==> config.mk <==
export PLATFORM = sky130hd
export DESIGN_NAME = lfpd_fifo
export DESIGN_NICKNAME = d
export VERILOG_FILES = /design/src/sv/lfpd_pkg.sv /design/src/sv/lfpd_fifo.sv
export SDC_FILE = /design/constraint.sdc
export NUM_CORES = 1
export LEC_CHECK = 0
export ABC_AREA = 1
export BUFFER_PORTS_ARGS = -buffer_cell sky130_fd_sc_hd__buf_2
export CAP_MARGIN = 20
export CORE_ASPECT_RATIO = 0.9
export CORE_MARGIN = 8
export CORE_UTILIZATION = 55
export CTS_CLUSTER_DIAMETER = 150
export DETAILED_ROUTE_END_ITERATION = 10
export HOLD_SLACK_MARGIN = 0.15
export MAX_ROUTING_LAYER = met4
export PLACE_DENSITY = 0.83
export SYNTH_ARGS = -nofsm -noshare
export SYNTH_HDL_FRONTEND = slang
export SYNTH_SLANG_ARGS = --single-unit
==> constraint.sdc <==
create_clock -name clk -period 6.25 [get_ports clk]
set_input_delay 0 -clock clk [delete_from_list [all_inputs] [get_ports clk]]
set_output_delay 0 -clock clk [all_outputs]
set_load 0.005 [all_outputs]
==> src/sv/lfpd_pkg.sv <==
`default_nettype none

package lfpd_pkg;

  // field and register widths
  localparam int SENS_W      = 8;
  localparam int DT_W        = 16;
  localparam int GAIN_W      = 24;
  localparam int LIM_W       = 15;
  localparam int DRV_W       = 16;
  localparam int CTL_W       = 15;

  // error covers every sensor count up to 32 with the first eight sensors wired
  localparam int ERR_W       = 10;
  localparam int INTEG_W     = 40;
  localparam int INTEG_LO_W  = 20;
  localparam int PTERM_W     = GAIN_W + ERR_W;
  localparam int DPROD_W     = GAIN_W + ERR_W + 1;
  localparam int ILO_W       = GAIN_W + INTEG_LO_W + 1;
  localparam int IHI_W       = GAIN_W + INTEG_W - INTEG_LO_W;
  localparam int ISUM_W      = 64;
  localparam int ITERM_W     = LIM_W + 3;
  localparam int SUM_W       = DPROD_W + 2;

  // fixed point constants, Q2.14
  localparam int ONE_Q14     = 16384;
  localparam int HALF_Q14    = 8192;

  // defaults
  localparam int SENSOR_COUNT_DEF = 8;
  localparam int LIM_RESET        = 3277;
  localparam int QUEUE_DEPTH      = 2;

  // configuration port
  localparam int CFG_IDX_W   = 4;
  localparam int CFG_DATA_W  = 24;

  typedef enum logic [CFG_IDX_W-1:0] {
    REG_GAIN_P         = 4'd0,
    REG_GAIN_I         = 4'd1,
    REG_GAIN_D         = 4'd2,
    REG_INTEGRAL_LIMIT = 4'd3
  } reg_idx_t;

  typedef struct packed {
    logic signed [GAIN_W-1:0] gain_p;
    logic signed [GAIN_W-1:0] gain_i;
    logic signed [GAIN_W-1:0] gain_d;
    logic        [LIM_W-1:0]  integral_limit;
  } cfg_t;

  // one classified step between front and back
  typedef struct packed {
    logic                    zero_dt;
    logic signed [ERR_W-1:0] err;
    logic [DT_W-1:0]         dt;
  } job_t;

  typedef struct packed {
    logic                      start;
    logic signed [DPROD_W-1:0] num;
    logic [DT_W-1:0]           den;
  } div_req_t;

  typedef struct packed {
    logic                      busy;
    logic signed [DPROD_W-1:0] quo;
  } div_rsp_t;

  typedef enum logic [3:0] {
    S_IDLE,
    S_INTEG,
    S_MUL_LO,
    S_MUL_HI,
    S_ISUM,
    S_ICLAMP,
    S_DIV,
    S_SUM,
    S_FIN
  } back_state_t;

endpackage

`default_nettype wire

==> src/sv/lfpd_fifo.sv <==
`default_nettype none

module lfpd_fifo import lfpd_pkg::*; (
  input  wire logic clk,
  input  wire logic rst_n,
  input  wire logic push,
  input  wire job_t push_job,
  output logic      full,
  input  wire logic pop,
  output logic      not_empty,
  output job_t      head
);

  localparam int PTR_W = $clog2(QUEUE_DEPTH);
  localparam int CNT_W = $clog2(QUEUE_DEPTH + 1);

  job_t             slot_r [QUEUE_DEPTH];
  logic [PTR_W-1:0] wr_ptr_r, wr_ptr_nxt;
  logic [PTR_W-1:0] rd_ptr_r, rd_ptr_nxt;
  logic [CNT_W-1:0] cnt_r, cnt_nxt;
  logic             do_push, do_pop;

  assign full      = (cnt_r == CNT_W'(QUEUE_DEPTH));
  assign not_empty = (cnt_r != '0);
  assign head      = slot_r[rd_ptr_r];
  assign do_push   = push && !full;
  assign do_pop    = pop && not_empty;

  // pointer and count update
  always_comb begin
    wr_ptr_nxt = wr_ptr_r;
    rd_ptr_nxt = rd_ptr_r;
    cnt_nxt    = cnt_r;
    if (do_push) begin
      wr_ptr_nxt = (wr_ptr_r == PTR_W'(QUEUE_DEPTH - 1)) ? '0 : wr_ptr_r + 1'b1;
    end
    if (do_pop) begin
      rd_ptr_nxt = (rd_ptr_r == PTR_W'(QUEUE_DEPTH - 1)) ? '0 : rd_ptr_r + 1'b1;
    end
    if (do_push && !do_pop) begin
      cnt_nxt = cnt_r + 1'b1;
    end else if (do_pop && !do_push) begin
      cnt_nxt = cnt_r - 1'b1;
    end
  end

  always_ff @(posedge clk) begin
    if (!rst_n) begin
      wr_ptr_r <= '0;
      rd_ptr_r <= '0;
      cnt_r    <= '0;
    end else begin
      wr_ptr_r <= wr_ptr_nxt;
      rd_ptr_r <= rd_ptr_nxt;
      cnt_r    <= cnt_nxt;
    end
  end

  // queue slots
  always_ff @(posedge clk) begin
    if (do_push) begin
      slot_r[wr_ptr_r] <= push_job;
    end
  end

endmodule

`default_nettype wire

# Word-level counts from Yosys, hierarchy flattened
# Memories as Yosys holds them, arrays and structs flattened. A register that Yosys moved wholly into a read port is not among the register bits.
# Cells that the tools add are included.
[op_classes]
reduce_logical = 9
mux = 8
add_sub_neg = 4
eq_ne = 1
[op_table]
columns = ["op", "n"]
rows = [
  ["1-bit 2-to-1 mux", 6],
  ["1-bit logical AND", 4],
  ["2-bit 2-to-1 mux", 2],
  ["2-bit nonzero test", 2],
  ["1-bit logical NOT", 3],
  ["1-bit adder, second input constant", 2],
  ["2-bit by 1-bit adder with 2-bit output, second input constant", 1],
  ["2-bit == test, second input constant", 1],
  ["2-bit by 1-bit subtractor with 2-bit output, second input constant", 1],
]
[word_totals]
ram_bits = 54
reg_bits = 4
n_memories = 1
output_inout_bits = 29
wordCells = 26
[memory_table]
columns = ["name", "words", "width", "read_ports", "rd_clocked_by_memory_dff", "wr", "line_no", "text"]
rows = [
  ["slot_r", 2, 27, 1, 1, 1, "lfpd_fifo.sv:17", "job_t slot_r [QUEUE_DEPTH];"],
]

# Longest topological paths before layout
[logic_depth]
ltp_word = 7
depth_mapped = 10
depth_no_buf = 10

# Least setup slack after synthesis
# No wires, ideal clock.
[synth_path]
path_type = "register to register"
from = "reg cnt_r[1]"
to = "mem slot_r[1][0] (netlist name), enable pin"
setup_ps = 411
synth_period_minus_slack_ps = 2049
path_buffers = 0
setup_slack_ps = 4201
t_arrival_ps = 1638
path_stages_with_launch = 4
path_cell_list = "dfxtp_1 inv_1 o21ai_2 nor2_1"
[synth_via]
elab_chain_len = 5
[synth_rtl]
columns = ["element", "line_no", "text"]
rows = [
  ["from (decl)", "lfpd_fifo.sv:20", "logic [CNT_W-1:0] cnt_r, cnt_nxt;"],
  ["from (signal assigned)", "lfpd_fifo.sv:55", "cnt_r <= cnt_nxt;"],
  ["2-bit == test", "lfpd_fifo.sv:23", "assign full = (cnt_r == CNT_W'(QUEUE_DEPTH));"],
  ["1-bit logical NOT", "lfpd_fifo.sv:26", "assign do_push = push && !full;"],
  ["1-bit logical AND", "lfpd_fifo.sv:26", ""],
  ["1-bit 2-to-1 mux", "lfpd_fifo.sv:61", "if (do_push) begin"],
  ["1-bit 2-to-1 mux (implied by the code)", "lfpd_fifo.sv:62", "slot_r[wr_ptr_r] <= push_job;"],
  ["to (decl)", "lfpd_fifo.sv:17", ""],
]
# No other way between the ends.

==> flow_summary.ini <==
[power_and_ir_drop]
finalPower_mw = 1.11
p_seq_frac = 0.489
p_int_mw = 0.826
peakVddDrop_mv = 0.254
pwr-share-comb = 0.238
leakagePower_nw = 1.27
power_density_nw_per_um2 = 359
pwr-share-clk = 0.273
sw_frac_of_total = 0.259
power_switching_mw = 0.288

[sta]
period_share = 0.278
rsz0062_at_grt = false
final_max_slew_viol_count = 0
fin_skew_ps = 4.17
setup_slack_ps = 4510
whs_ps = 412
fin_crit_ps = 1740
finalSetupTns_ps = 0
clock.fmax_ghz = 0.576
worst_pin_slew_ps = 825
setup_viol = 0
hold_viol = 0
slew_headroom = 0.450

[drt]
vias = 1354
drt_first_pass_iters = 4
routed_wl_um = 4510
drc = 0
wl_per_cell_um = 16.5
routed_via_density = 4.96
antenna_left = 0
drtIter0Drc = 61

[logic_synthesis]
ys.warnings.count = 0
synth-adder-area-share = 0.00545
synth.distinct_cells = 16
synth-xor-area-share = 0
ys_seq_area_frac = 0.749
muxShareOfSynthArea = 0.165
synth-simple-area-share = 0.0310
synth_seq_cells = 59
synth_compound_area_frac = 0.0136
syn_nets = 153
synth_top_family_by_area = multiplexers
avgSynthCellArea_sq_um = 19.0
synth_cells = 121
syn_area_sq_um = 2300

[critical_path]
endpoint_kind = output port
required_ps = 6250
startpoint_type = flip-flop
slowest_stage = dfxtp_2
critPathArrivalTime_ps = 1740
path_depth = 2
rr_worst_depth = 9
crit_type = flip-flop to output port
critPathBufInv = 1
crit_chain = mux2_2 > buf_2
slowest_delay_ps = 870
crit_fanout = 27
path_delay_family = flip-flops

[clock_network]
clk_path_buf_depth = 2
cts_tree = built
clock_sinks = 59
cts_post_setup_buffers_inserted = 0
cts_resized = 0
cts_max_level = 3
cts_root_buffer = clkbuf_8
cts_made_buffers = 9
clock_latency_ps = 310
cts-hold-fix-buffers = 30
clkTransAtPathRegs_ps = 60

[floorplanning]
die-area_sq_um = 6500
die_w_um = 84.1
num_rows = 22
top_level_ports = 60
core_sq_um = 4050
start_util = 0.568
dieHeight_um = 77.3

[global_route]
antenna_found_initial = 0
grt_usage = 0.145
grt_first_pass_wirelength_um = 7140
grt_max_degree = 28
grt.overflow.total = 0
grt_pass1_vias = 1464

[layout]
drive_above_1_share = 0.467
diodes = 0
layout_common_cells = buf_2, edfxtp_1, dlygate4sd3_1
num-fill-cells = 227
stdcell_area_sq_um = 3100
nets = 252
final_common_cell = buf_2
syn_to_final_growth_pct = 35.1

[placed_design]
dpl_cell_area_sq_um = 2620
portBuffers = 59
globalplace.congestion = 0.698
place_ws_ps = 4740
dpl.hpwl_um = 2910

[min_path]
hold_depth = 2
hold_path.class = primary input to flip-flop

[run_status]
status = finished, final reports clean

[flow_run]
drv_cap = 0
==> sequential cells by signal, summed over array words and instances, names as in the netlist, named ones only <==
name      count
rd_ptr_r      1
wr_ptr_r      1
cnt_r         2
slot_r       54
==> metrics by stage <==
stage	instances	util
6_report	273	0.767
2_1_floorplan	121	-
3_5_place_dp	227	0.648
3_3_place_gp	227	0.648
4_1_cts	273	0.767
5_1_grt	273	0.767
==> power by group through the flow <==
stage	clock [mW]	sequential [mW]	combinational, mW
floorplan	0	0.524	0.192
global placement	0	0.548	0.243
detailed placement	0	0.553	0.252
CTS	0.312	0.545	0.268
global route	0.329	0.551	0.289
finish	0.304	0.545	0.265
==> synth_stat cells <==
library cell  instances  area share
inv_1                 8       0.013
ha_1                  1      0.0054
a21oi_1               1      0.0022
nand3_1               1      0.0022
nand2_1               7       0.011
o21ai_0               2      0.0044
edfxtp_1             54        0.71
o21a_1                1      0.0033
mux2_4               20        0.13
buf_12                2       0.017
o21ai_2               1      0.0038
nor2_1                9       0.015
nand4_1               1      0.0027
buf_6                 1      0.0049
mux2_2                7       0.034
dfxtp_1               5       0.044
==> path summary, 6_finish.rpt <==
check,from,end,slack [ps]
max,flip-flop,head[6],4510
max reg2reg,cnt_r[1],cnt_r[1],4720
min,push_job[8],slot_r[1][8],410
min reg2reg,rd_ptr_r,flip-flop,510
==> kinds of logic (layout without fill, tap and decap cells) <==
family	count (synthesis)	in the layout
and+or+nand+nor	18	18
adders and majority gates	1	1
AOI/OAI and AO/OA	5	5
muxes	27	27
buffers and inverters	11	115
DFF	59	59
==> layer usage <==
layer | track usage | part of all wire
met1 | 0.148 | 0.40
met4 | 0.0552 | 0.014
met2 | 0.246 | 0.53
met5 | - | 0
met3 | 0.0570 | 0.061
==> final cells by class <==
type	count	area, sq um	share of cell area
multi-input combinational	51	499	0.161
clock inverter	2	8.76	0.00282
sequential	59	1720	0.555
timing repair buffer	91	611	0.197
inverter	8	30.0	0.00967
clock buffer	14	173	0.0556
tap	48	60.1	0.0193
No activity file was read; power rests on OpenSTA's default activity.
