--- src/sv/lfpd_pkg.sv ---
`default_nettype none

package lfpd_pkg;

  // field and register widths
  localparam int SENS_W      = 8;
  localparam int DT_W        = 16;
  localparam int GAIN_W      = 24;
  localparam int LIM_W       = 15;
  localparam int DRV_W       = 16;
  localparam int CTL_W       = 15;

  // error covers every sensor count up to 32 with the first eight sensors wired
  localparam int ERR_W       = 10;
  localparam int INTEG_W     = 40;
  localparam int INTEG_LO_W  = 20;
  localparam int PTERM_W     = GAIN_W + ERR_W;
  localparam int DPROD_W     = GAIN_W + ERR_W + 1;
  localparam int ILO_W       = GAIN_W + INTEG_LO_W + 1;
  localparam int IHI_W       = GAIN_W + INTEG_W - INTEG_LO_W;
  localparam int ISUM_W      = 64;
  localparam int ITERM_W     = LIM_W + 3;
  localparam int SUM_W       = DPROD_W + 2;

  // fixed point constants, Q2.14
  localparam int ONE_Q14     = 16384;
  localparam int HALF_Q14    = 8192;

  // defaults
  localparam int SENSOR_COUNT_DEF = 8;
  localparam int LIM_RESET        = 3277;
  localparam int QUEUE_DEPTH      = 2;

  // configuration port
  localparam int CFG_IDX_W   = 4;
  localparam int CFG_DATA_W  = 24;

  typedef enum logic [CFG_IDX_W-1:0] {
    REG_GAIN_P         = 4'd0,
    REG_GAIN_I         = 4'd1,
    REG_GAIN_D         = 4'd2,
    REG_INTEGRAL_LIMIT = 4'd3
  } reg_idx_t;

  typedef struct packed {
    logic signed [GAIN_W-1:0] gain_p;
    logic signed [GAIN_W-1:0] gain_i;
    logic signed [GAIN_W-1:0] gain_d;
    logic        [LIM_W-1:0]  integral_limit;
  } cfg_t;

  // one classified step between front and back
  typedef struct packed {
    logic                    zero_dt;
    logic signed [ERR_W-1:0] err;
    logic [DT_W-1:0]         dt;
  } job_t;

  typedef struct packed {
    logic                      start;
    logic signed [DPROD_W-1:0] num;
    logic [DT_W-1:0]           den;
  } div_req_t;

  typedef struct packed {
    logic                      busy;
    logic signed [DPROD_W-1:0] quo;
  } div_rsp_t;

  typedef enum logic [3:0] {
    S_IDLE,
    S_INTEG,
    S_MUL_LO,
    S_MUL_HI,
    S_ISUM,
    S_ICLAMP,
    S_DIV,
    S_SUM,
    S_FIN
  } back_state_t;

endpackage

`default_nettype wire

--- src/sv/lfpd_div.sv ---
`default_nettype none

module lfpd_div import lfpd_pkg::*; (
  input  wire logic     clk,
  input  wire logic     rst_n,
  input  wire div_req_t req,
  output div_rsp_t      rsp
);

  localparam int NUM_W = DPROD_W;
  localparam int CNT_W = $clog2(NUM_W + 1);

  logic             busy_r, busy_nxt;
  logic [CNT_W-1:0] cnt_r, cnt_nxt;
  logic [DT_W-1:0]  rem_r, rem_nxt;
  logic [NUM_W-1:0] quo_r, quo_nxt;
  logic [DT_W-1:0]  den_r, den_nxt;
  logic             neg_r, neg_nxt;
  logic [DT_W:0]    trial;
  logic [DT_W:0]    diff;
  logic             ge;

  // one restoring step per cycle
  assign trial = {rem_r, quo_r[NUM_W-1]};
  assign diff  = trial - {1'b0, den_r};
  assign ge    = (trial >= {1'b0, den_r});

  always_comb begin
    busy_nxt = busy_r;
    cnt_nxt  = cnt_r;
    rem_nxt  = rem_r;
    quo_nxt  = quo_r;
    den_nxt  = den_r;
    neg_nxt  = neg_r;
    if (req.start) begin
      busy_nxt = 1'b1;
      cnt_nxt  = CNT_W'(NUM_W);
      rem_nxt  = '0;
      neg_nxt  = req.num[NUM_W-1];
      quo_nxt  = req.num[NUM_W-1] ? NUM_W'(-req.num) : NUM_W'(req.num);
      den_nxt  = req.den;
    end else if (busy_r) begin
      rem_nxt  = ge ? diff[DT_W-1:0] : trial[DT_W-1:0];
      quo_nxt  = {quo_r[NUM_W-2:0], ge};
      cnt_nxt  = cnt_r - 1'b1;
      busy_nxt = (cnt_r != CNT_W'(1));
    end
  end

  always_ff @(posedge clk) begin
    if (!rst_n) begin
      busy_r <= 1'b0;
      cnt_r  <= '0;
    end else begin
      busy_r <= busy_nxt;
      cnt_r  <= cnt_nxt;
    end
  end

  always_ff @(posedge clk) begin
    rem_r <= rem_nxt;
    quo_r <= quo_nxt;
    den_r <= den_nxt;
    neg_r <= neg_nxt;
  end

  // signed quotient, truncated toward zero
  assign rsp.busy = busy_r;
  assign rsp.quo  = neg_r ? -$signed(quo_r) : $signed(quo_r);

endmodule

`default_nettype wire

--- config.mk ---
export PLATFORM = sky130hd
export DESIGN_NAME = lfpd_div
export DESIGN_NICKNAME = d
export VERILOG_FILES = /design/src/sv/lfpd_pkg.sv /design/src/sv/lfpd_div.sv
export SDC_FILE = /design/constraint.sdc
export NUM_CORES = 1
export LEC_CHECK = 0
export BUFFER_PORTS_ARGS = -buffer_cell sky130_fd_sc_hd__clkbuf_2
export CAP_MARGIN = 20
export CORE_MARGIN = 2
export CORE_UTILIZATION = 60
export CTS_CLUSTER_DIAMETER = 150
export CTS_CLUSTER_SIZE = 14
export DETAILED_ROUTE_END_ITERATION = 6
export GPL_ROUTABILITY_DRIVEN = 0
export GPL_TIMING_DRIVEN = 0
export PLACE_DENSITY = 0.84
export RECOVER_POWER = 100
export SYNTH_ARGS = -nofsm -noshare
export SYNTH_HDL_FRONTEND = slang
export SYNTH_SLANG_ARGS = --single-unit
--- constraint.sdc ---
create_clock -name clk -period 6.25 [get_ports clk]
set_input_delay 1.25 -clock clk [delete_from_list [all_inputs] [get_ports clk]]
set_output_delay 1.25 -clock clk [all_outputs]
set_load 0.01 [all_outputs]
* Yosys cells after proc, flatten, opt, wreduce, memory -nomap -nowiden
Cells that the tools add are included. Widths: inputs -> output; s select.
Storage, ports and cells: register bits after elaboration 75, latch bits 0, memory bits (writable) 0, memory bits (read-only) 0, input bits 54, word-level logic and storage cells 25, memories kept 0
Operators by class: add/sub/neg operators 4, multipliers 0, divide/modulo/power cells 0, magnitude comparators 1, equal/unequal tests 1, shift operators 0, muxes and demuxes 9, bitwise operators 1, reductions and logical operators 2
Operator list (count):
- $mux 35 | 4
- $neg 35->35 | 2
- $ge 17x16->1 | 1
- $mux 16 | 1
- $sub 16x16->16 | 1
- $mux 6 | 2
- $ne 6x1->1 const B | 1
- $sub 6x1->6 const B | 1
- $mux 1 | 2
- $reduce_bool 2->1 | 1
- $reduce_or 2->1 | 1
- $not 1->1 | 1

* Logic depth before layout (Yosys ltp)
depth after elaboration 3, depth in mapped cells 12

* Worst setup path after synthesis
Ideal clock, no wire load.
path kind reg-to-output, start point reg quo_r[5], end point out rsp[22] (netlist name), data arrival time 2.246 ns, data required time 5.000 ns, setup slack 2.754 ns, cell stages (with the launch flop) 8, cell sequence edfxtp_1 or4_1 or3_1 inv_2 nand2_1 or3_4 o31ai_2 xnor2_1
RTL lines:
- start: declaration | line lfpd_div.sv:16 | logic [NUM_W-1:0] quo_r, quo_nxt;
- start signal: assignment | line lfpd_div.sv:62 | quo_r <= quo_nxt;
- end: declaration | line lfpd_div.sv:7 | output div_rsp_t rsp

==> summary.txt <==
Status
  • Outcome: complete, no violations

Timing
  • Final setup viols: 0
  • Skew final: 13.5 ps
  • Hold Vio Cnt, Final: 0
  • RSZ-0062 raised after global routing: no
  • Worst-margin pin slew: 1290 ps
  • Fin Setup TNS: 0 ps
  • Final slew viol count: 0
  • Slew Limit Headroom: 13.8%
  • Final WS setup: 1780 ps
  • Fmax: 224 MHz
  • Final period util: 71.6%
  • Period minus WS final: 4470 ps

Yosys
  • Count leader, synth: nor2_1
  • EDFF count, synth: 52
  • Syn Std Cell Area: 5300 um^2
  • Avg Cell Area, Syn: 9.07 um^2
  • Ys async rst share: 0%
  • Most common library cells after synthesis: nor2_1 (56), nand2_1 (55), edfxtp_1 (52)
  • Synth unique cells: 68
  • Area share of the largest cell type after synthesis: 29.5%
  • Seq/Total Area, Yosys: 38.2%
  • Yosys top cell by area: edfxtp_1
  • Dominant cells by area after synthesis: edfxtp_1 (29%), dfxtp_1 (8.7%), xnor2_1 (7.6%)
  • Syn_nets: 659
  • Top_reg_cell synth: edfxtp_1
  • Number of synthesized register bits: 75
  • Mapped Cells: 584
  • Yosys warning total: 0

Pwr
  • Sw Share: 30.9%
  • P_int: 1.03 mW
  • Leakage: 2.35 nW
  • Max rail drop VDD: 158 uV
  • Sequential power share: 42.6%
  • PD cells: 246 nW/um^2
  • Switching Power: 0.461 mW
  • Logic gate share of total power: 27.0%
  • Clock share of power: 30.5%

Floorplan
  • Initial core utilization: 61.4%
  • Die height: 98.0 um
  • Number of top-level pins: 90
  • CORE AREA: 8640 um^2
  • Die W: 98.0 um
  • Total die area: 9600 um^2
  • # rows: 34

Place
  • HPWL after DPL: 9910 um
  • IO Port Bufs: 89
  • Post-placement setup slack: 2350 ps

Critical path
  • Crit-path max cell delay: 470 ps
  • Critical Path, Cell by Cell: or3_1 -> nor4_1 -> nor3b_1 -> nand3_1 -> o41ai_1 -> xnor2_1 -> clkbuf_1
  • Crit-path leading delay family: simple AND/OR/NAND/NOR gates
  • Crit path buffers/inverters: 1
  • Worst path required time: 5000 ps
  • Worst Path Max Fanout: 5
  • Worst path arrival time: 3220 ps
  • Slowest CP cell: o41ai_1
  • Setup CP Type: flop to output port
  • Kind of end point of the critical path: output port
  • Setup crit start kind: flop

Clock tree
  • Clk pin slew, worst setup/hold paths: 90 ps
  • Post-CTS Hold Fix Bufs: 0
  • H-tree levels: 3
  • Clk_lat worst skew: 360 ps
  • CTS Buffer Depth: 2
  • CTS tree: done
  • TritonCTS Buffers: 9
  • Clk sinks: 75
  • Post-CTS resize count: 0
  • Clock Tree Root: clkbuf_8
  • Setup Buffers After CTS: 0

Final layout
  • Synthesis-to-layout area growth: 14.4%
  • # diodes: 0
  • Nets: 760
  • Share of post-route cells with drive strength above 1: 14.5%

Drt
  • Vias: 4840
  • Final WL: 13100 um
  • DR WL/cell: 16.4 um
  • Initial DRC count: 292
  • Via density: 6.07
  • Drt first pass iters: 5
  • DR DRC count: 0
  • Remaining antenna violation count: 0

Global route
  • GRT Resource Usage Total: 27.8%
  • Gr ovfl total: 0
  • Largest net degree at the start of global routing: 25
  • First-pass GRT wire length: 21600 um
  • Antenna violations before repair: 0
  • Vias in the first global route: 4597

Min path
  • Hold crit path type: flop to flop

Run
  • # Max-Cap Violations: 0
[kinds of logic (layout without fill, tap and decap cells)]
logic type	after synthesis	in the layout	share of synthesized area (%)
xor gates and xnor gates	77	77	12.7
DFF	75	75	38.2
AOI/OAI and AO/OA	149	149	19.3
buffers and inverters	62	168	4.65
and+or+nand+nor	190	190	18.0
muxes	10	10	2.08
adders and majority gates	21	21	5.10
[power groups by stage]
stage                     sequential [mW]  combinational, mW  clock, mW
after global routing                0.641              0.445      0.482
after detailed placement            0.645              0.409          0
after CTS                           0.634              0.412      0.461
after floorplan                     0.633              0.280          0
after global placement              0.642              0.394          0
final                               0.635              0.402      0.454
[cell usage in the layout, fill, tap and decap left out, drive strengths merged, types with 10 or more instances in the layout]
cell / n
nor3: 12
dfxtp: 23
or3: 10
nand2: 56
edfxtp: 52
xor2: 31
o21ai: 32
clkbuf: 124
a311oi: 11
o31ai: 20
or4: 13
a21oi: 44
nor2: 56
inv: 34
ha: 20
xnor2: 46
[through the flow]
step | instances | area, um^2 | hold WS [ps] | power, mW | utilization, %
finish | 798 | 6060 | 506 | 1.49 | 70.2
global route | 798 | 6060 | 518 | 1.57 | 70.2
CTS | 798 | 6150 | 509 | 1.51 | 71.2
detailed placement | 782 | 5910 | 500 | 1.05 | 68.4
global placement | 781 | 5880 | 483 | 1.04 | 68.1
floorplan | 584 | 5300 | 459 | 0.913 | -
[sequential cells by signal (all words and copies together) (netlist names)]
signal,flops
busy_r,1
cnt_r,6
quo_r,35
rem_r,16
den_r,16
neg_r,1
[final cells by class]
class	instances	area (um^2)
multi-input cells	447	3010
well taps	108	135
flip-flops and latches	75	2020
repair buffers	90	412
fillers	661	2570
inverters	34	128
clock buffers	11	141
clock inverters	5	101
plain buffers	28	116
[tightest hold or removal path: cells and delay by family, from the launching register on]
family | cells | cell delay, ps
flops | 1 | 330
simple gates | 1 | 80
compound gates | 1 | 50
[worst paths after layout]
kind	startpoint	endpoint	slack, ps	cells after the start
hold reg to reg	rem_r[7]$_SDFFE_PP0P_	rem_r[7]$_SDFFE_PP0P_	510	2
setup / recovery	quo_r[9]$_DFFE_PP_	rsp[34]	1780	7
setup reg to reg	rem_r[11]$_SDFFE_PP0P_	rem_r[8]$_SDFFE_PP0P_	2850	10
hold / removal	rem_r[7]$_SDFFE_PP0P_	rem_r[7]$_SDFFE_PP0P_	510	2
[per-layer routing]
layer | vias up | wire, um | part of all wire (%) | GRT usage (%)
met5 | - | 0 | 0 | 0
met4 | 0 | 344 | 2.6 | 12.0
met3 | 35 | 1050 | 8.0 | 4.65
met2 | 230 | 6490 | 50 | 47.6
met1 | 2260 | 5180 | 40 | 34.6
li1 | 2315 | - | - | -
(Power assumes the default switching activity.)
