File: src/sv/lfpd_pkg.sv
`default_nettype none

package lfpd_pkg;

  // field and register widths
  localparam int SENS_W      = 8;
  localparam int DT_W        = 16;
  localparam int GAIN_W      = 24;
  localparam int LIM_W       = 15;
  localparam int DRV_W       = 16;
  localparam int CTL_W       = 15;

  // error covers every sensor count up to 32 with the first eight sensors wired
  localparam int ERR_W       = 10;
  localparam int INTEG_W     = 40;
  localparam int INTEG_LO_W  = 20;
  localparam int PTERM_W     = GAIN_W + ERR_W;
  localparam int DPROD_W     = GAIN_W + ERR_W + 1;
  localparam int ILO_W       = GAIN_W + INTEG_LO_W + 1;
  localparam int IHI_W       = GAIN_W + INTEG_W - INTEG_LO_W;
  localparam int ISUM_W      = 64;
  localparam int ITERM_W     = LIM_W + 3;
  localparam int SUM_W       = DPROD_W + 2;

  // fixed point constants, Q2.14
  localparam int ONE_Q14     = 16384;
  localparam int HALF_Q14    = 8192;

  // defaults
  localparam int SENSOR_COUNT_DEF = 8;
  localparam int LIM_RESET        = 3277;
  localparam int QUEUE_DEPTH      = 2;

  // configuration port
  localparam int CFG_IDX_W   = 4;
  localparam int CFG_DATA_W  = 24;

  typedef enum logic [CFG_IDX_W-1:0] {
    REG_GAIN_P         = 4'd0,
    REG_GAIN_I         = 4'd1,
    REG_GAIN_D         = 4'd2,
    REG_INTEGRAL_LIMIT = 4'd3
  } reg_idx_t;

  typedef struct packed {
    logic signed [GAIN_W-1:0] gain_p;
    logic signed [GAIN_W-1:0] gain_i;
    logic signed [GAIN_W-1:0] gain_d;
    logic        [LIM_W-1:0]  integral_limit;
  } cfg_t;

  // one classified step between front and back
  typedef struct packed {
    logic                    zero_dt;
    logic signed [ERR_W-1:0] err;
    logic [DT_W-1:0]         dt;
  } job_t;

  typedef struct packed {
    logic                      start;
    logic signed [DPROD_W-1:0] num;
    logic [DT_W-1:0]           den;
  } div_req_t;

  typedef struct packed {
    logic                      busy;
    logic signed [DPROD_W-1:0] quo;
  } div_rsp_t;

  typedef enum logic [3:0] {
    S_IDLE,
    S_INTEG,
    S_MUL_LO,
    S_MUL_HI,
    S_ISUM,
    S_ICLAMP,
    S_DIV,
    S_SUM,
    S_FIN
  } back_state_t;

endpackage

`default_nettype wire

File: src/sv/lfpd_front.sv
`default_nettype none

module lfpd_front import lfpd_pkg::*; #(
  parameter int SENSOR_COUNT = SENSOR_COUNT_DEF
) (
  input  wire logic              in_valid,
  output logic                   in_ready,
  input  wire logic [SENS_W-1:0] sensor_bits,
  input  wire logic [DT_W-1:0]   elapsed_ms,
  input  wire logic              q_full,
  output logic                   q_push,
  output job_t                   q_job
);

  localparam int USED = (SENSOR_COUNT < SENS_W) ? SENSOR_COUNT : SENS_W;
  localparam logic signed [ERR_W-1:0] HALF_E = ERR_W'(SENSOR_COUNT / 2);

  logic signed [ERR_W-1:0] pos;

  // line position: sum of sensor offsets from the center
  always_comb begin
    pos = '0;
    for (int i = 0; i < USED; i++) begin
      if (sensor_bits[i]) begin
        pos = pos + ERR_W'(i) - HALF_E;
      end
    end
  end

  // classify and hand over to the queue
  assign in_ready      = !q_full;
  assign q_push        = in_valid && !q_full;
  assign q_job.err     = -pos;
  assign q_job.dt      = elapsed_ms;
  assign q_job.zero_dt = (elapsed_ms == '0);

endmodule

`default_nettype wire

File: config.mk
export PLATFORM = sky130hd
export DESIGN_NAME = lfpd_front
export DESIGN_NICKNAME = d
export VERILOG_FILES = /design/src/sv/lfpd_pkg.sv /design/src/sv/lfpd_front.sv
export SDC_FILE = /design/constraint.sdc
export NUM_CORES = 1
export LEC_CHECK = 0
export BUFFER_PORTS_ARGS = -buffer_cell sky130_fd_sc_hd__buf_2
export CAP_MARGIN = 25
export CELL_PAD_IN_SITES_DETAIL_PLACEMENT = 1
export CELL_PAD_IN_SITES_GLOBAL_PLACEMENT = 2
export CORE_AREA = 2 2 72 74
export DETAILED_ROUTE_END_ITERATION = 6
export DIE_AREA = 0 0 74 76
export PLACE_DENSITY_LB_ADDON = 0.2
export SLEW_MARGIN = 20
export SYNTH_ARGS = -nofsm -noshare
export SYNTH_HDL_FRONTEND = slang
export SYNTH_SLANG_ARGS = --single-unit
File: constraint.sdc
create_clock -name vclk -period 8.19
set_input_delay 1.638 -clock vclk [all_inputs]
set_output_delay 1.638 -clock vclk [all_outputs]
set_load 0.02 [all_outputs]
* Word level (Yosys, flattened, before mapping) *
Index checks and enable logic that the tools add are counted.

operators by class
  muxes and demuxes = 8
  $add $sub $neg = 15
  reduce and logical (&&, ||, !) cells = 3

operator list
  operator                                            count
  2-to-1 mux 10 bit                                   8
  subtractor 10 x 4 -> 10 bit, second input constant  7
  adder 10 x 4 -> 10 bit, second input constant       4
  adder 10 x 3 -> 10 bit, second input constant       2
  zero test 16 bit                                    1
  adder 10 x 2 -> 10 bit, second input constant       1
  negation 10 bit                                     1
  logical AND 1 bit                                   1
  zero test 1 bit                                     1

word-level totals
  input port bits = 26
  register bits = 0
  output and inout bits = 29

* Depth between registers and ports, before layout *
Gate-level depths: netlist (run 1).

  word-level depth = 23
  depth in mapped cells = 18
  gate-level depth less buffers = 17

* Worst setup path before layout (run 1) *
Ideal clock, no wire load.

  path type = input port to output port
  from = input sensor_bits[1]
  to = output q_job[23] in the netlist's numbering
  path slack = 1.116 ns
  buffers on the path = 1
  arrival = 5.436 ns
  cell stages on the path = 18
  cells stage by stage = buf_2 inv_1 ha_1 and2_1 nor2_1 ha_1 and2_1 xnor3_1 ha_1 nand2_1 inv_1 xnor3_1 xnor2_1 nand2_1 xnor2_1 or3b_4 or3_1 o21ai_0

RTL lines
  element          line              text
  start, declared  lfpd_front.sv:8   input wire logic [SENS_W-1:0] sensor_bits,
  end, declared    lfpd_front.sv:12  output job_t q_job

==> flow_summary.toml, run 1 <==
[status]
status = "completed"

[logic_synthesis]
syn-num-nets = 205
ys_seq_area_share_pct = 0
synth_area_um2 = 1260
yosys_warnings = 0
synth_cells = 169
avgSynthCellArea_um2 = 7.45
synthTopCellsByArea = "ha_1 (9.9%), buf_4 (9.5%), xnor2_1 (9.0%), nand2_1 (5.1%), xnor3_1 (3.6%)"
netlist.area_leader.share_pct = 9.94
synth_cell_type_count = 55
yosysTopAreaCell = "ha_1"

[global_routing]
grt.total_usage_pct = 11.9
overflow = 0
grt_pass1_vias = 1345
antenna_found_initial = 0
grt_start_max_net_pins = 15
grt_pass1_wl_um = 5780

[die]
rows = 26
die_h_um = 76
core-area_um2 = 4910
io_pins = 55
initial_core_util_pct = 25.6
die_w_um = 74
dieArea_um2 = 5620

[cells_and_area]
drive_above_1_share_pct = 34.5
area_growth_pct = 16.8
fillers = 632
regArea_um2 = 0
design.seq.count = 0
num_antenna_cells = 0
clkbuf_count = 0
post-route-util_pct = 29.9
fin_nets = 241

[critical_path]
cp_max_fo = 11
endpoint_kind = "output port"
arrival_ps = 5870
start_kind = "primary input"
crit_required_ps = 6550
worstSetupPathType = "in -> out"

[power_and_ir_drop]
internal_power_w = 0.0000686
clkPwrFrac_pct = 0
power_density_nw_per_um2 = 118
swShare_pct = 60.4
vdd_drop_max_mv = 0.0534
power_frac_comb_pct = 100.0
p_leak_nw = 0.677
p_seq_share_pct = 0
power.switching_w = 0.000105

[timing]
rsz0062_at_grt = "no"
fmax_mhz = 133
drv_slew = 0
worst_pin_slew_ps = 610
period_share_pct = 91.7
setup_viol = 0
slew_headroom_pct = 59.0
setup_tns_ps = 0
period_minus_slack_ps = 7510
hold_viol_final = 0

[cts]
cts-resized-gates = 0
post_cts_buffers = 0
cts_hold_buf = 0

[run]
drv_cap = 0

[place]
port_buffers = 54
dp_hpwl_um = 2920
place_congestion = 0.785

[worst_hold_path]
hold_depth = 2
worstHoldPathType = "in -> out"
hold_end = "q_job[7]"
min_from = "elapsed_ms[7]"

[detailed_routing]
final_antenna_net_count = 0
vias_per_cell = 4.84
wl_per_cell_um = 12.3
drt-initial-drc-count = 26
drtPass1Iterations = 4
vias = 1320
drc = 0
wirelength_um = 3370
## power groups by stage
stage,combinational [W],sequential [W],clock [W]
final,0.000173,0,0
after floorplan,0.000135,0,0
after CTS,0.000175,0,0
after detailed placement,0.000174,0,0
after global routing,0.000192,0,0
after global placement,0.000170,0,0
## cells in the final DEF (no fill, tap or decap), types with 4 or more instances in the layout
cell / count
a31oi_1: 4
nor2_1: 9
inv_1: 10
nand2_1: 17
a21oi_1: 4
o21ai_0: 5
nor4_1: 6
buf_2: 54
xnor2_1: 13
and2_1: 6
ha_1: 10
## synthesized netlist by cell type, types with 3 or more instances
library cell and number:
and2_1 6, nor2_1 9, buf_4 16, xnor2_1 13, inv_1 10, buf_2 3
nand2_1 17, nor4_1 6, nand3_1 3, or3_1 3, nor3_1 3, ha_1 10
and3_1 3, nand2b_1 3, a21oi_1 4, xor2_1 3, and3b_1 3, o21ai_0 5
a31oi_1 4
## worst max-delay path by stage
stage	depth (start not counted)	slack [ps]	endpoint	from
final	19	680	q_job[25]	sensor_bits[1]
after CTS	19	660	q_job[25]	sensor_bits[1]
after detailed placement	19	670	q_job[25]	sensor_bits[1]
after floorplan	18	1120	q_job[23]	sensor_bits[1]
after global routing	19	330	q_job[25]	sensor_bits[1]
after global placement	19	790	q_job[25]	sensor_bits[2]
## cell type report
cell class | count | area [um^2] | share of cell area [%]
timing repair buffer | 54 | 270 | 18.4
inverter | 10 | 37.5 | 2.55
multi-input combinational | 139 | 1070 | 73.1
tap | 70 | 87.6 | 5.96
## kinds of logic after synthesis
kind of cell / count (synthesis) / synth area share [%]
AOI/OAI and AO/OA: 35 / 21.4
xor gates and xnor gates: 20 / 17.3
adders and majority gates: 13 / 12.4
buffers and inverters: 30 / 14.6
muxes: 3 / 3.58
and+or+nand+nor: 68 / 30.7
## per-stage QoR
stage | cell area, um^2 | std cells | worst slack (ps) | hold WS [ps] | total power (W)
finish | 1470 | 273 | 677 | 3510 | 0.000173
global route | 1470 | 273 | 328 | 3520 | 0.000192
CTS | 1470 | 273 | 659 | 3510 | 0.000175
detailed placement | 1470 | 273 | 672 | 3510 | 0.000174
global placement | 1470 | 273 | 793 | 3510 | 0.000170
floorplan | 1260 | 169 | 1120 | 3350 | 0.000135
## metal layers
| layer | GRT usage (%) | up-vias | share of wire (%) | routed length [um] |
|---|---|---|---|---|
| li1 | - | 670 | - | - |
| met1 | 14.9 | 617 | 45 | 1530 |
| met2 | 23.6 | 33 | 51 | 1730 |
| met3 | 0 | 0 | 3.5 | 117 |
| met4 | 0 | 0 | 0 | 0 |
| met5 | 0 | - | 0 | 0 |
## worst max-delay path, cell delays in order
cell and delay, ps:
buf_2 200, inv_1 150, ha_1 370, and2_1 190
nor2_1 110, ha_1 160, and2_1 170, xnor3_1 390
ha_1 230, nand2_1 70, inv_1 60, xnor3_1 180
xnor2_1 260, nand2_1 210, xnor2_1 240, or3b_4 430
or3_1 380, maj3_2 290, buf_2 160
Power figures use the tool's default switching activity.
==> inputs of run 2 (changes only) <==
Clock period 8.19 ns to 7.5 ns, I/O delays scaled along.
==> run 2 against run 1 <==
Net effect:
- routed wire length is 2.3% lower
- global-route usage hardly changed
- hold slack worse by 280 ps
- critical path type unchanged
- critical endpoint unchanged
==> flow_summary.toml, run 2 (synthesis results as in run 1) <==
[status]
status = "completed"

[cells_and_area]
num_antenna_cells = 0
regArea_um2 = 0
final_common_cell = "buf_2"
clkbuf_count = 0
layout_common_cells = "buf_2 (54), nand2_1 (17), xnor2_1 (12), inv_1 (10), ha_1 (10)"
drive_above_1_share_pct = 35.0
post-route-util_pct = 30.1
fin_nets = 241
fillers = 624
area_growth_pct = 17.4
design.seq.count = 0

[timing]
drv_slew = 0
setup_viol = 0
period_minus_slack_ps = 7130
hold-worst-slack_ps = 3230
period_share_pct = 95.1
timing.final.ws_setup_ps = 368
hold_viol_final = 0
worst_pin_slew_ps = 621
slew_headroom_pct = 58.2
setup_tns_ps = 0
fmax_mhz = 140

[place]
place_congestion = 0.785
dp_slack_ps = 255
port_buffers = 54
dp_hpwl_um = 2910

[global_routing]
grt.total_usage_pct = 11.9
grt_pass1_vias = 1356
grt_start_max_net_pins = 15
overflow = 0
grt_pass1_wl_um = 5780
antenna_found_initial = 0

[detailed_routing]
drc = 0
wirelength_um = 3290
drtPass1Iterations = 4
vias_per_cell = 4.83
drt-initial-drc-count = 22
vias = 1319
wl_per_cell_um = 12.1
final_antenna_net_count = 0

[cts]
post_cts_buffers = 0
cts-resized-gates = 0
cts_hold_buf = 0

[critical_path]
critical-path-slowest-cell = "or3b_4"
crit_required_ps = 6000
max_stage_delay_ps = 420
cp_max_fo = 10
crit_top_cell = "ha_1"
start_kind = "primary input"
endpoint_kind = "output port"
worstSetupPathType = "in -> out"
crit_path_cell_trace = "buf_2 > inv_1 > ha_1 > and2_1 > nor2_1 > ha_1 > and2_1 > xnor3_1 > ha_1 > nand2_1 > inv_1 > xnor3_1 > xnor2_2 > nand2_1 > xnor2_1 > or3b_4 > or3_1 > maj3_2 > buf_2"
arrival_ps = 5630

[die]
die_h_um = 76
rows = 26
initial_core_util_pct = 25.6
die_w_um = 74
dieArea_um2 = 5620
io_pins = 55
core-area_um2 = 4910

[power_and_ir_drop]
p_total_w = 0.000190
power_density_nw_per_um2 = 128
vdd_drop_max_mv = 0.0605
p_leak_nw = 0.683

[worst_hold_path]
min_from = "elapsed_ms[12]"
worstHoldPathType = "in -> out"
hold_depth = 2
hold_end = "q_job[12]"

[run]
drv_cap = 0
run 2: cell types whose count changed in the layout (fill, tap and decap cells not counted):
cell / change
xnor2_2: +1
xnor2_1: -1
run 2: routing by layer:
| layer | vias to the layer above | track usage, % | routed length [um] |
|---|---|---|---|
| li1 | 667 | - | - |
| met1 | 619 | 14.7 | 1430 |
| met2 | 33 | 23.7 | 1720 |
| met3 | 0 | 0.265 | 144 |
| met4 | 0 | 0 | 0 |
| met5 | - | 0 | 0 |
run 2: how the worst max path moves through the flow:
stage	start	endpoint	slack [ps]
2_1_floorplan	sensor_bits[1]	q_job[23]	700
3_3_place_gp	sensor_bits[2]	q_job[25]	380
3_5_place_dp	sensor_bits[2]	q_job[25]	250
4_1_cts	sensor_bits[2]	q_job[25]	260
5_1_grt	sensor_bits[2]	q_job[25]	-6
6_report	sensor_bits[2]	q_job[25]	370
run 2: worst max-delay path: cells and delay by family:
kind	cells	cell delay, ps
AND/OR/NAND/NOR	7	1490
buffers and inverters	4	570
XOR/XNOR	4	1020
adder cells (fa/ha/maj)	4	1030
run 2: cell type report:
type	instances	area (um^2)	share of cell area (%)
well taps	70	87.6	5.93
repair buffers	54	270	18.3
inverters	10	37.5	2.54
multi-input cells	139	1080	73.2
run 2: stage by stage:
| stage | instance area [um^2] | std cells |
|---|---|---|
| 2_1_floorplan | 1260 | 169 |
| 3_3_place_gp | 1470 | 273 |
| 3_5_place_dp | 1470 | 273 |
| 4_1_cts | 1470 | 273 |
| 5_1_grt | 1480 | 273 |
| 6_report | 1480 | 273 |
run 2: power by group:
group	internal (W)	switching, W
Combinational	0.0000758	0.000114
Clock	0	0
Sequential	0	0
